==> src/cau_pkg.sv <==
// Shared types, constants and datapath helpers of the complex arithmetic unit.
package cau_pkg;

    localparam int FRAC_BITS   = 16;
    localparam int INT_BITS    = 32 - FRAC_BITS;
    localparam int QBITS       = 33;
    localparam int NW          = 65 + FRAC_BITS;
    localparam int RB_IDX      = (FRAC_BITS == 0) ? 0 : FRAC_BITS - 1;
    localparam int DIV_STAGES  = QBITS;
    localparam int QUEUE_DEPTH = 4;
    localparam int QUEUE_AW    = $clog2(QUEUE_DEPTH);

    typedef enum logic [1:0] {
        OP_ADD = 2'd0,
        OP_SUB = 2'd1,
        OP_MUL = 2'd2,
        OP_DIV = 2'd3
    } cau_op_t;

    typedef enum logic [1:0] {
        ST_OK   = 2'd0,
        ST_SAT  = 2'd1,
        ST_DIVZ = 2'd2
    } cau_status_t;

    typedef enum logic [1:0] {
        K_ADDSUB = 2'd0,
        K_MUL    = 2'd1,
        K_DIV    = 2'd2,
        K_DIVZ   = 2'd3
    } cau_kind_t;

    typedef struct packed {
        cau_kind_t   kind;
        logic        neg_re;
        logic        neg_im;
        logic [63:0] mag_re;
        logic [63:0] mag_im;
        logic [63:0] den;
    } cau_item_t;

    typedef struct packed {
        cau_item_t        item;
        logic             ovf_re;
        logic             ovf_im;
        logic [63:0]      rem_re;
        logic [63:0]      rem_im;
        logic [QBITS-1:0] q_re;
        logic [QBITS-1:0] q_im;
    } cau_stage_t;

    function automatic logic [QBITS-1:0] div_bits(input logic [63:0] mag);
        logic [NW-1:0] n;
        n = {mag, {(FRAC_BITS + 1){1'b0}}};
        return n[QBITS-1:0];
    endfunction

    function automatic logic [64:0] div_step(input logic [63:0] rem, input logic nbit,
                                             input logic [63:0] den);
        logic [64:0] t;
        logic [64:0] diff;
        t    = {rem, nbit};
        diff = t - {1'b0, den};
        if (diff[64]) begin
            return {t[63:0], 1'b0};
        end
        return {diff[63:0], 1'b1};
    endfunction

endpackage

==> src/cau_queue.sv <==
// Short queue between front end and back end.
module cau_queue (
    input  logic               aclk,
    input  logic               aresetn,
    input  logic               in_valid,
    output logic               in_ready,
    input  cau_pkg::cau_item_t in_item,
    output logic               out_valid,
    input  logic               out_ready,
    output cau_pkg::cau_item_t out_item
);
    import cau_pkg::*;

    cau_item_t           mem_reg [QUEUE_DEPTH];
    logic [QUEUE_AW-1:0] wr_ptr_reg, rd_ptr_reg;
    logic [QUEUE_AW:0]   cnt_reg, cnt_next;
    logic                push, pop;

    assign in_ready  = cnt_reg != (QUEUE_AW + 1)'(QUEUE_DEPTH);
    assign out_valid = cnt_reg != '0;
    assign out_item  = mem_reg[rd_ptr_reg];
    assign push      = in_valid && in_ready;
    assign pop       = out_valid && out_ready;

    always_comb begin
        cnt_next = cnt_reg;
        if (push && !pop) begin
            cnt_next = cnt_reg + 1'b1;
        end else if (pop && !push) begin
            cnt_next = cnt_reg - 1'b1;
        end
    end

    always_ff @(posedge aclk) begin
        if (!aresetn) begin
            wr_ptr_reg <= '0;
            rd_ptr_reg <= '0;
            cnt_reg    <= '0;
        end else begin
            cnt_reg <= cnt_next;
            if (push) begin
                wr_ptr_reg <= (wr_ptr_reg == QUEUE_AW'(QUEUE_DEPTH - 1)) ? '0 : wr_ptr_reg + 1'b1;
            end
            if (pop) begin
                rd_ptr_reg <= (rd_ptr_reg == QUEUE_AW'(QUEUE_DEPTH - 1)) ? '0 : rd_ptr_reg + 1'b1;
            end
        end
    end

    always_ff @(posedge aclk) begin
        if (push) begin
            mem_reg[wr_ptr_reg] <= in_item;
        end
    end

`ifndef SYNTHESIS
    a_cnt_bound: assert property (@(posedge aclk) disable iff (!aresetn)
        cnt_reg <= (QUEUE_AW + 1)'(QUEUE_DEPTH))
        else $error("queue count beyond depth");
    a_push_grow: assert property (@(posedge aclk) disable iff (!aresetn)
        (push && !pop) |=> cnt_reg == $past(cnt_reg) + 1'b1)
        else $error("queue count did not grow on push");
    a_pop_shrink: assert property (@(posedge aclk) disable iff (!aresetn)
        (pop && !push) |=> cnt_reg == $past(cnt_reg) - 1'b1)
        else $error("queue count did not shrink on pop");
    a_ptr_track: assert property (@(posedge aclk) disable iff (!aresetn)
        (cnt_reg == '0) |-> (wr_ptr_reg == rd_ptr_reg))
        else $error("queue pointers apart while empty");
`endif

endmodule

==> config.mk <==
export PLATFORM = sky130hd
export DESIGN_NAME = cau_queue
export DESIGN_NICKNAME = d
export VERILOG_FILES = /design/src/cau_pkg.sv /design/src/cau_queue.sv
export SDC_FILE = /design/constraint.sdc
export NUM_CORES = 1
export LEC_CHECK = 0
export BUFFER_PORTS_ARGS = -buffer_cell sky130_fd_sc_hd__buf_2
export CORE_MARGIN = 10
export CORE_UTILIZATION = 33
export DETAILED_ROUTE_END_ITERATION = 10
export HOLD_SLACK_MARGIN = 0.02
export REMOVE_ABC_BUFFERS = 1
export SYNTH_ARGS = -nofsm -noshare
export SYNTH_HDL_FRONTEND = slang
export SYNTH_SLANG_ARGS = --single-unit
==> constraint.sdc <==
create_clock -name aclk -period 8 [get_ports aclk]
set_clock_uncertainty 0.15 [all_clocks]
set_input_delay 0.8 -clock aclk [delete_from_list [all_inputs] [get_ports aclk]]
set_output_delay 0.8 -clock aclk [all_outputs]
set_load 0.02 [all_outputs]
Word level (Yosys, flattened, before mapping)
Memory sizes are Yosys's and may differ from the RTL's. A register that Yosys moved wholly into a read port is not among the register bits.
Index checks and enable logic that the tools add are counted.
{ "totals": {"input_bits": 200, "output_inout_bits": 198, "regBits": 7, "ramBits": 784, "latch_bits": 0, "wordCells": 27, "mem_count": 1, "rom_bits": 0} }
{ "op_classes": {"mux": 8, "eq_ne": 3, "n_mul": 0, "n_shift": 0, "addsub": 4, "order_cmp": 0, "n_bitwise": 0, "n_div": 0, "n_reduce_logical": 8} }
{ "memory_table": {"columns": ["name", "words", "width", "read_ports", "rd_ports_with_merged_regs", "write_ports", "line", "rtl"], "rows": [
  ["mem_reg", 4, 196, 1, 1, 1, "cau_queue.sv:14", "cau_item_t mem_reg [QUEUE_DEPTH];"]
]} }
{ "op_table": {"columns": ["op", "count"], "rows": [
  ["$mux 2", 4],
  ["$mux 3", 2],
  ["$add 2x1->2 const B", 2],
  ["$eq 2x2->1 const B", 2],
  ["$logic_and 1x1->1", 4],
  ["$add 3x1->3 const B", 1],
  ["$ne 3x3->1 const B", 1],
  ["$reduce_bool 3->1", 1],
  ["$sub 3x1->3 const B", 1],
  ["$logic_not 1->1", 2],
  ["$mux 1", 2],
  ["$reduce_bool 2->1", 1]
]} }

Longest topological paths before layout
Gate-level depths: netlist of the first run.
{ "logic_depth": {"depth_word": 6, "mapped_depth": 9, "depth_no_buf": 8} }

Least setup slack after synthesis of the first run
OpenSTA, ideal clock, no wires.
{ "synth_timing": {"path_type": "register to register", "start": "register cnt_reg[0]", "end": "memory mem_reg[0][0] (netlist bit) (enable)", "period_less_slack_ns": 6.161, "t_arrival_ns": 5.429, "setup_time_ns": 0.582, "stages_incl_launch_ff": 4, "slack_ns": 1.839, "required_time_ns": 7.268, "path_cell_list": "dfxtp_1 or3b_1 clkbuf_1 and3_1"} }
{ "synth_between": {"elab_chain_len": 4} }
{ "synth_lines": {"columns": ["element", "line", "rtl"], "rows": [
  ["start: declaration", "cau_queue.sv:16", "logic [QUEUE_AW:0] cnt_reg, cnt_next;"],
  ["start signal: assignment", "cau_queue.sv:40", "cnt_reg <= cnt_next;"],
  ["$ne 3x3->1", "cau_queue.sv:19", "assign in_ready = cnt_reg != (QUEUE_AW + 1)'(QUEUE_DEPTH);"],
  ["via in_ready", "cau_queue.sv:6", "output logic in_ready,"],
  ["$logic_and 1x1->1", "cau_queue.sv:22", "assign push = in_valid && in_ready;"],
  ["$mux 1", "cau_queue.sv:51", "if (push) begin"],
  ["$mux 1 (not written as such)", "cau_queue.sv:52", "mem_reg[wr_ptr_reg] <= in_item;"],
  ["end: declaration", "cau_queue.sv:14", null]
]} }
The timed path passes the listed nets, and every way through them passes these cells.

==> reports/metrics.csv, run 1 <==
metric,value,unit
min-delay src,in_item[182],
worst skew pair latency,0.61,ns
outcome,"finished, final reports clean",
Num CTS Buffers,85,
Die ar.,99700,um2
endpoints failing setup,0,
routability cong.,0.695,
cts hold-fix bufs,0,
Syn Std Cell Area,28900,um2
gr usage total,12.1,%
post_cts resized,0,
Commonest cells post-synth,"edfxtp_1, mux4_2, mux4_1",
Crit Path Class,flip-flop to output pin,
ys async rst share,0,%
vias in the first global route,13800,
Place WS,4.81,ns
fmax,267,MHz
CTS tree,yes,
fin util,40.1,%
dpl hpwl,37.7,mm
RSZ-0062 raised after global routing,false,
Post-Route Setup TNS,0,ns
top cell type by total area after synthesis,edfxtp_1,
drt first pass iters,5,
startpoint types,flip-flop,
synthesized instance count,1075,
dominant cells by area after synthesis,"edfxtp_1, mux4_2, mux4_1",
fin crit share,46.8,%
slew margin rel.,14.0,%
Routed WL,61.3,mm
Synth cell types,27,
Hold Crit Endpoint,mem_reg[0][182],
first-pass GRT wire length,90.7,mm
Clock Root Buffer,clkbuf_16,
Final ANT Viol Nets,0,
Wirelength per Cell,22.3,um
Starting Density,33.3,%
"Slew Viols, Final",0,
critical path arrival,2.79,ns
Hold Path Cell Cnt,1,
die height,316,um
largest net degree at the start of global routing,123,
PwrDens,327,nW/um2
core region area,86800,um2
maximum vdd drop,0.272,mV
actual slew at the worst max-slew pin,1.29,ns
"critical path, cell by cell","buf_12, mux4_1, buf_2",
crit-path max FO,92,
Row Count,108,
"EDFF count, synth",784,
nets@finish,1733,
Port Buffer Count,397,
DRC,0,
post-CTS setup buffer count,0,
Max-Cap Viols,0,
max reg flops,784,
Reg2Reg Launch Point,cnt_reg[0],
initial antenna violation count,12,
CP peak stage delay,0.65,ns
maximum clock path buffer count,3,
"Seq/Total Area, Yosys",82.2,%
Worst setup EP type,output pin,
I/O Pins,398,
Sink Count,793,
Vias/cell,4.68,
layout cells sized above 1,43.9,%
Leak,11.4,nW
Synth top area share,81.6,%
via count,12900,
Layout area overhead,20.6,%
YS warnings,0,
Critical-path top delay cell,mux4_1,
worst endpoint required time,7.05,ns
Iteration-0 DRC Markers,996,
Main synth FF type,edfxtp_1,
Hold Slack,0.247,ns
final setup margin,4.26,ns
"Reg clk slew, reported paths",0.06,ns
RR Endpoint,mem_reg[1][43],
R2R Setup Slk,5.00,ns
post-route minimum period,3.74,ns
path category of the worst min-delay check,primary input to flip-flop,
most frequent cell after synthesis,edfxtp_1,
Mean Syn Cell Area,26.8,um2
htree depth,3,
r2r worst-path depth,3,
die width,316,um
Yosys reg bits,793,
"Hold Vio Cnt, Final",0,
total grt overflow,0,
worst max path at each step:
stage / from / end / slack, ns / cells after the start
floorplan: flip-flop / out_item[108] / -2.05 / 1
global placement: in_valid / mem_reg[0][126] / 4.81 / 3
detailed placement: in_valid / mem_reg[0][64] / 4.81 / 3
CTS: flip-flop / out_item[141] / 4.14 / 3
global route: flip-flop / out_item[139] / 4.03 / 3
finish: flip-flop / out_item[141] / 4.26 / 3
critical path: cells and delay by family, from the launching register on:
family	cells	cell delay, ns
DFF	1	0.56
buffers and inverters	2	0.70
muxes	1	0.65
layout by cell type (no fill, tap or decap), types with 2 or more instances in the layout:
cell type / count
and3_4: 4
buf_12: 6
buf_2: 397
buf_4: 7
bufinv_16: 6
clkbuf_1: 19
clkbuf_16: 87
clkinv_1: 21
clkinv_2: 5
clkinv_4: 2
clkinv_8: 2
clkinvlp_4: 2
dfxtp_1: 7
dfxtp_4: 2
diode_2: 2
edfxtp_1: 784
ha_1: 6
inv_1: 3
inv_6: 5
mux2i_1: 2
mux4_1: 26
mux4_2: 170
nand2_1: 5
nand3_1: 2
nor2_1: 2
o21ai_0: 4
or3_1: 2
logic make-up (layout without fill, tap and decap cells):
logic type,Yosys count,count (layout),share of synthesized area (%)
AOI/OAI and AO/OA,6,6,0.121
xor gates and xnor gates,2,2,0.0607
adders and majority gates,7,7,0.330
buffers and inverters,49,563,1.20
DFF,793,793,82.2
muxes,198,198,15.7
other,0,2,0
and+or+nand+nor,20,20,0.382
power by group:
part / leakage [nW] / internal (mW) / switching (mW) / total (mW)
sequential: 7.26 / 5.04 / 0.111 / 5.15
combinational: 2.90 / 0.989 / 1.55 / 2.54
clock: 1.28 / 2.19 / 1.52 / 3.71
total: 11.4 / 8.22 / 3.18 / 11.4
area by class of cell:
class	count	area, um2
inverter	3	11.3
sequential	793	23700
antenna	2	5.00
clock buffer	106	2250
timing repair buffer	410	2160
clock inverter	44	404
tap	1155	1450
multi-input combinational	233	4810
fill	7670	51900
per-layer routing:
| metal | GRT usage, % | up-vias | routed length, um |
|---|---|---|---|
| li1 | - | 5626 | - |
| met1 | 14.4 | 6745 | 23800 |
| met2 | 20.5 | 350 | 31500 |
| met3 | 4.35 | 107 | 4690 |
| met4 | 3.36 | 24 | 1240 |
| met5 | 0 | - | 143 |
through the flow:
step / power [mW] / std cells / instance area [um2]
5_1_grt: 11.9 / 2744 / 34800
2_1_floorplan: 7.13 / 1029 / 28500
6_report: 11.4 / 2746 / 34800
3_3_place_gp: 7.83 / 2594 / 32200
4_1_cts: 11.6 / 2744 / 34800
3_5_place_dp: 7.87 / 2594 / 32200
Note: power is estimated with default switching activity, not from simulation.
==> run 2, diff against run 1 <==
==> constraint.sdc (replaced) <==
create_clock -name aclk -period 3.3 [get_ports aclk]
set_clock_uncertainty 0.15 [all_clocks]
set_input_delay 0.33 -clock aclk [delete_from_list [all_inputs] [get_ports aclk]]
set_output_delay 0.33 -clock aclk [all_outputs]
set_load 0.02 [all_outputs]
==> run 2 against run 1 <==
Compared with the run above: final cell count up 8.2%; design area up 7.3%; power rose to 2.5 times the previous value; worst hold slack better by 0.049 ns; global-route usage up 0.70 points; wire length up 4.7%; clock power rose to 2.6 times the previous value; critical path depth unchanged; flip-flop and latch count unchanged; largest cell class unchanged.
==> reports/metrics.csv, run 2 (same netlist as run 1, synthesis figures left out) <==
metric,value,unit,change
Final ANT Viol Nets,0,,unchanged
post-route minimum period,2.99,ns,
endpoints failing setup,0,,unchanged
P_sw,7.94,mW,+150%
Sw Share,27.6,%,-0.35 points
core region area,86800,um2,unchanged
Die ar.,99700,um2,unchanged
fin util,43.1,%,+2.9 points
crit-path max FO,26,,-72%
Leak,12.5,nW,+9.6%
die height,316,um,unchanged
dpl hpwl,39.9,mm,+6.0%
actual slew at the worst max-slew pin,0.585,ns,-0.705 ns
dpl cell area,32400,um2,+0.91%
CTS tree,yes,,
DRC,0,,unchanged
path category of the worst min-delay check,primary input to flip-flop,,
I/O Pins,398,,unchanged
"Slew Viols, Final",0,,unchanged
fin area,37400,um2,+7.3%
Max-Cap Viols,0,,unchanged
Combinational Power Share,23.0,%,+0.7 points
nets@finish,1952,,+13%
Row Count,108,,unchanged
RSZ-0062 raised after global routing,false,,
worst skew pair latency,0.63,ns,+0.02 ns
Port Buffer Count,397,,unchanged
via count,13800,,+7.3%
slew margin rel.,61.0,%,+47 points
maximum vdd drop,0.538,mV,+98%
Layout area overhead,29.4,%,
Clock Root Buffer,clkbuf_16,,
layout cells sized above 1,40.2,%,-3.7 points
Worst setup EP type,output pin,,
Crit Path Class,flip-flop to output pin,,
"Hold Vio Cnt, Final",0,,unchanged
max reg flops,784,,unchanged
PwrDens,771,nW/um2,+140%
total grt overflow,0,,unchanged
fmax,335,MHz,
most frequent cells in the layout,"edfxtp_1, buf_2, dlygate4sd3_1",,
gr usage total,12.8,%,+0.70 points
"commonest non-fill, non-tap cell in the layout",edfxtp_1,,
initial antenna violation count,12,,unchanged
# fillers,7462,,-2.7%
Internal Power,20.9,mW,+150%
Wirelength per Cell,21.6,um,-3.2%
Num CTS Buffers,84,,-1.2%
Iteration-0 DRC Markers,899,,-9.7%
Clock Power Share,33.8,%,+1.3 points
Post-Route Setup TNS,0,ns,unchanged
first-pass GRT wire length,97.2,mm,+7.1%
htree depth,3,,unchanged
drt first pass iters,5,,unchanged
Starting Density,33.3,%,unchanged
Routed WL,64.2,mm,+4.7%
die width,316,um,unchanged
outcome,"finished, final reports clean",,
Sink Count,793,,unchanged
startpoint types,flip-flop,,
vias in the first global route,15400,,+11%
Power Total,28.8,mW,+150%
Vias/cell,4.64,,-0.87%
largest net degree at the start of global routing,74,,-40%
worst endpoint required time,2.82,ns,-4.23 ns
"Reg clk slew, reported paths",0.06,ns,about the same
fin crit share,90.6,%,
critical path arrival,2.51,ns,-0.28 ns
Seq pwr share,43.3,%,-1.9 points
maximum clock path buffer count,3,,unchanged
routability cong.,0.717,,+3.1%
==> run 2: cell count changes in the layout (fill, tap and decap cells not counted) <==
cell | previous run | this run
clkinv_8 | 2 | 3
dlygate4sd3_1 | 0 | 201
buf_12 | 6 | 18
clkbuf_16 | 87 | 86
diode_2 | 2 | 5
buf_4 | 7 | 14
clkbuf_1 | 19 | 13
clkinv_1 | 21 | 17
inv_6 | 5 | 2
bufinv_16 | 6 | 15
clkinv_2 | 5 | 11
==> run 2: worst paths after layout <==
path / start / to / slack (ns) / cells after the start
min: in_item[4] / mem_reg[3][4] / 0.30 / 2
max: flip-flop / out_item[141] / 0.31 / 3
max reg2reg: cnt_reg[0] / cnt_reg[2] / 0.76 / 7
min reg2reg: wr_ptr_reg[1] / wr_ptr_reg[1] / 0.36 / 2
==> run 2: per-stage QoR <==
step / worst slack, ns / hold slack [ns] / instances
6_report: 0.311 / 0.296 / 2971
3_3_place_gp: 0.874 / 0.341 / 2613
3_5_place_dp: 0.811 / 0.346 / 2613
2_1_floorplan: -6.28 / 0.279 / 1029
5_1_grt: 0.124 / 0.282 / 2971
4_1_cts: 0.197 / 0.233 / 2966
==> run 2: critical path, cell delays in order (launching register included) <==
cell and delay (ns):
dfxtp_4 0.52, buf_4 0.50, mux4_1 0.65, buf_2 0.19
==> run 2: repair_timing <==
action	in CTS	in global routing
gates resized for setup	0	0
endpoints found under the hold margin	793	0
hold buffers	201	0
setup buffers	0	0
==> run 2: layer usage <==
metal | vias to the layer above | track usage, % | wire [um]
li1 | 6061 | - | -
met1 | 7212 | 15.6 | 25800
met2 | 398 | 21.6 | 32500
met3 | 101 | 3.61 | 4330
met4 | 12 | 4.34 | 1530
met5 | - | 0 | 62
==> run 2: power groups by stage <==
| stage | Clock, mW | Sequential (mW) | Combinational (mW) |
|---|---|---|---|
| after floorplan | 0 | 13.1 | 3.43 |
| after global placement | 0 | 12.6 | 6.57 |
| after detailed placement | 0 | 12.7 | 6.59 |
| after CTS | 10.0 | 12.5 | 6.82 |
| after global routing | 10.4 | 12.5 | 7.08 |
| final | 9.73 | 12.5 | 6.61 |
==> run 2: area by class of cell <==
class | count | area, um2 | area share (%)
clock buffers | 99 | 2200 | 5.89
repair buffers | 630 | 4460 | 12.0
flip-flops and latches | 793 | 23700 | 63.5
clock inverters | 53 | 679 | 1.82
well taps | 1155 | 1450 | 3.87
inverters | 3 | 11.3 | 0.0301
multi-input cells | 233 | 4810 | 12.9
diodes | 5 | 12.5 | 0.0335
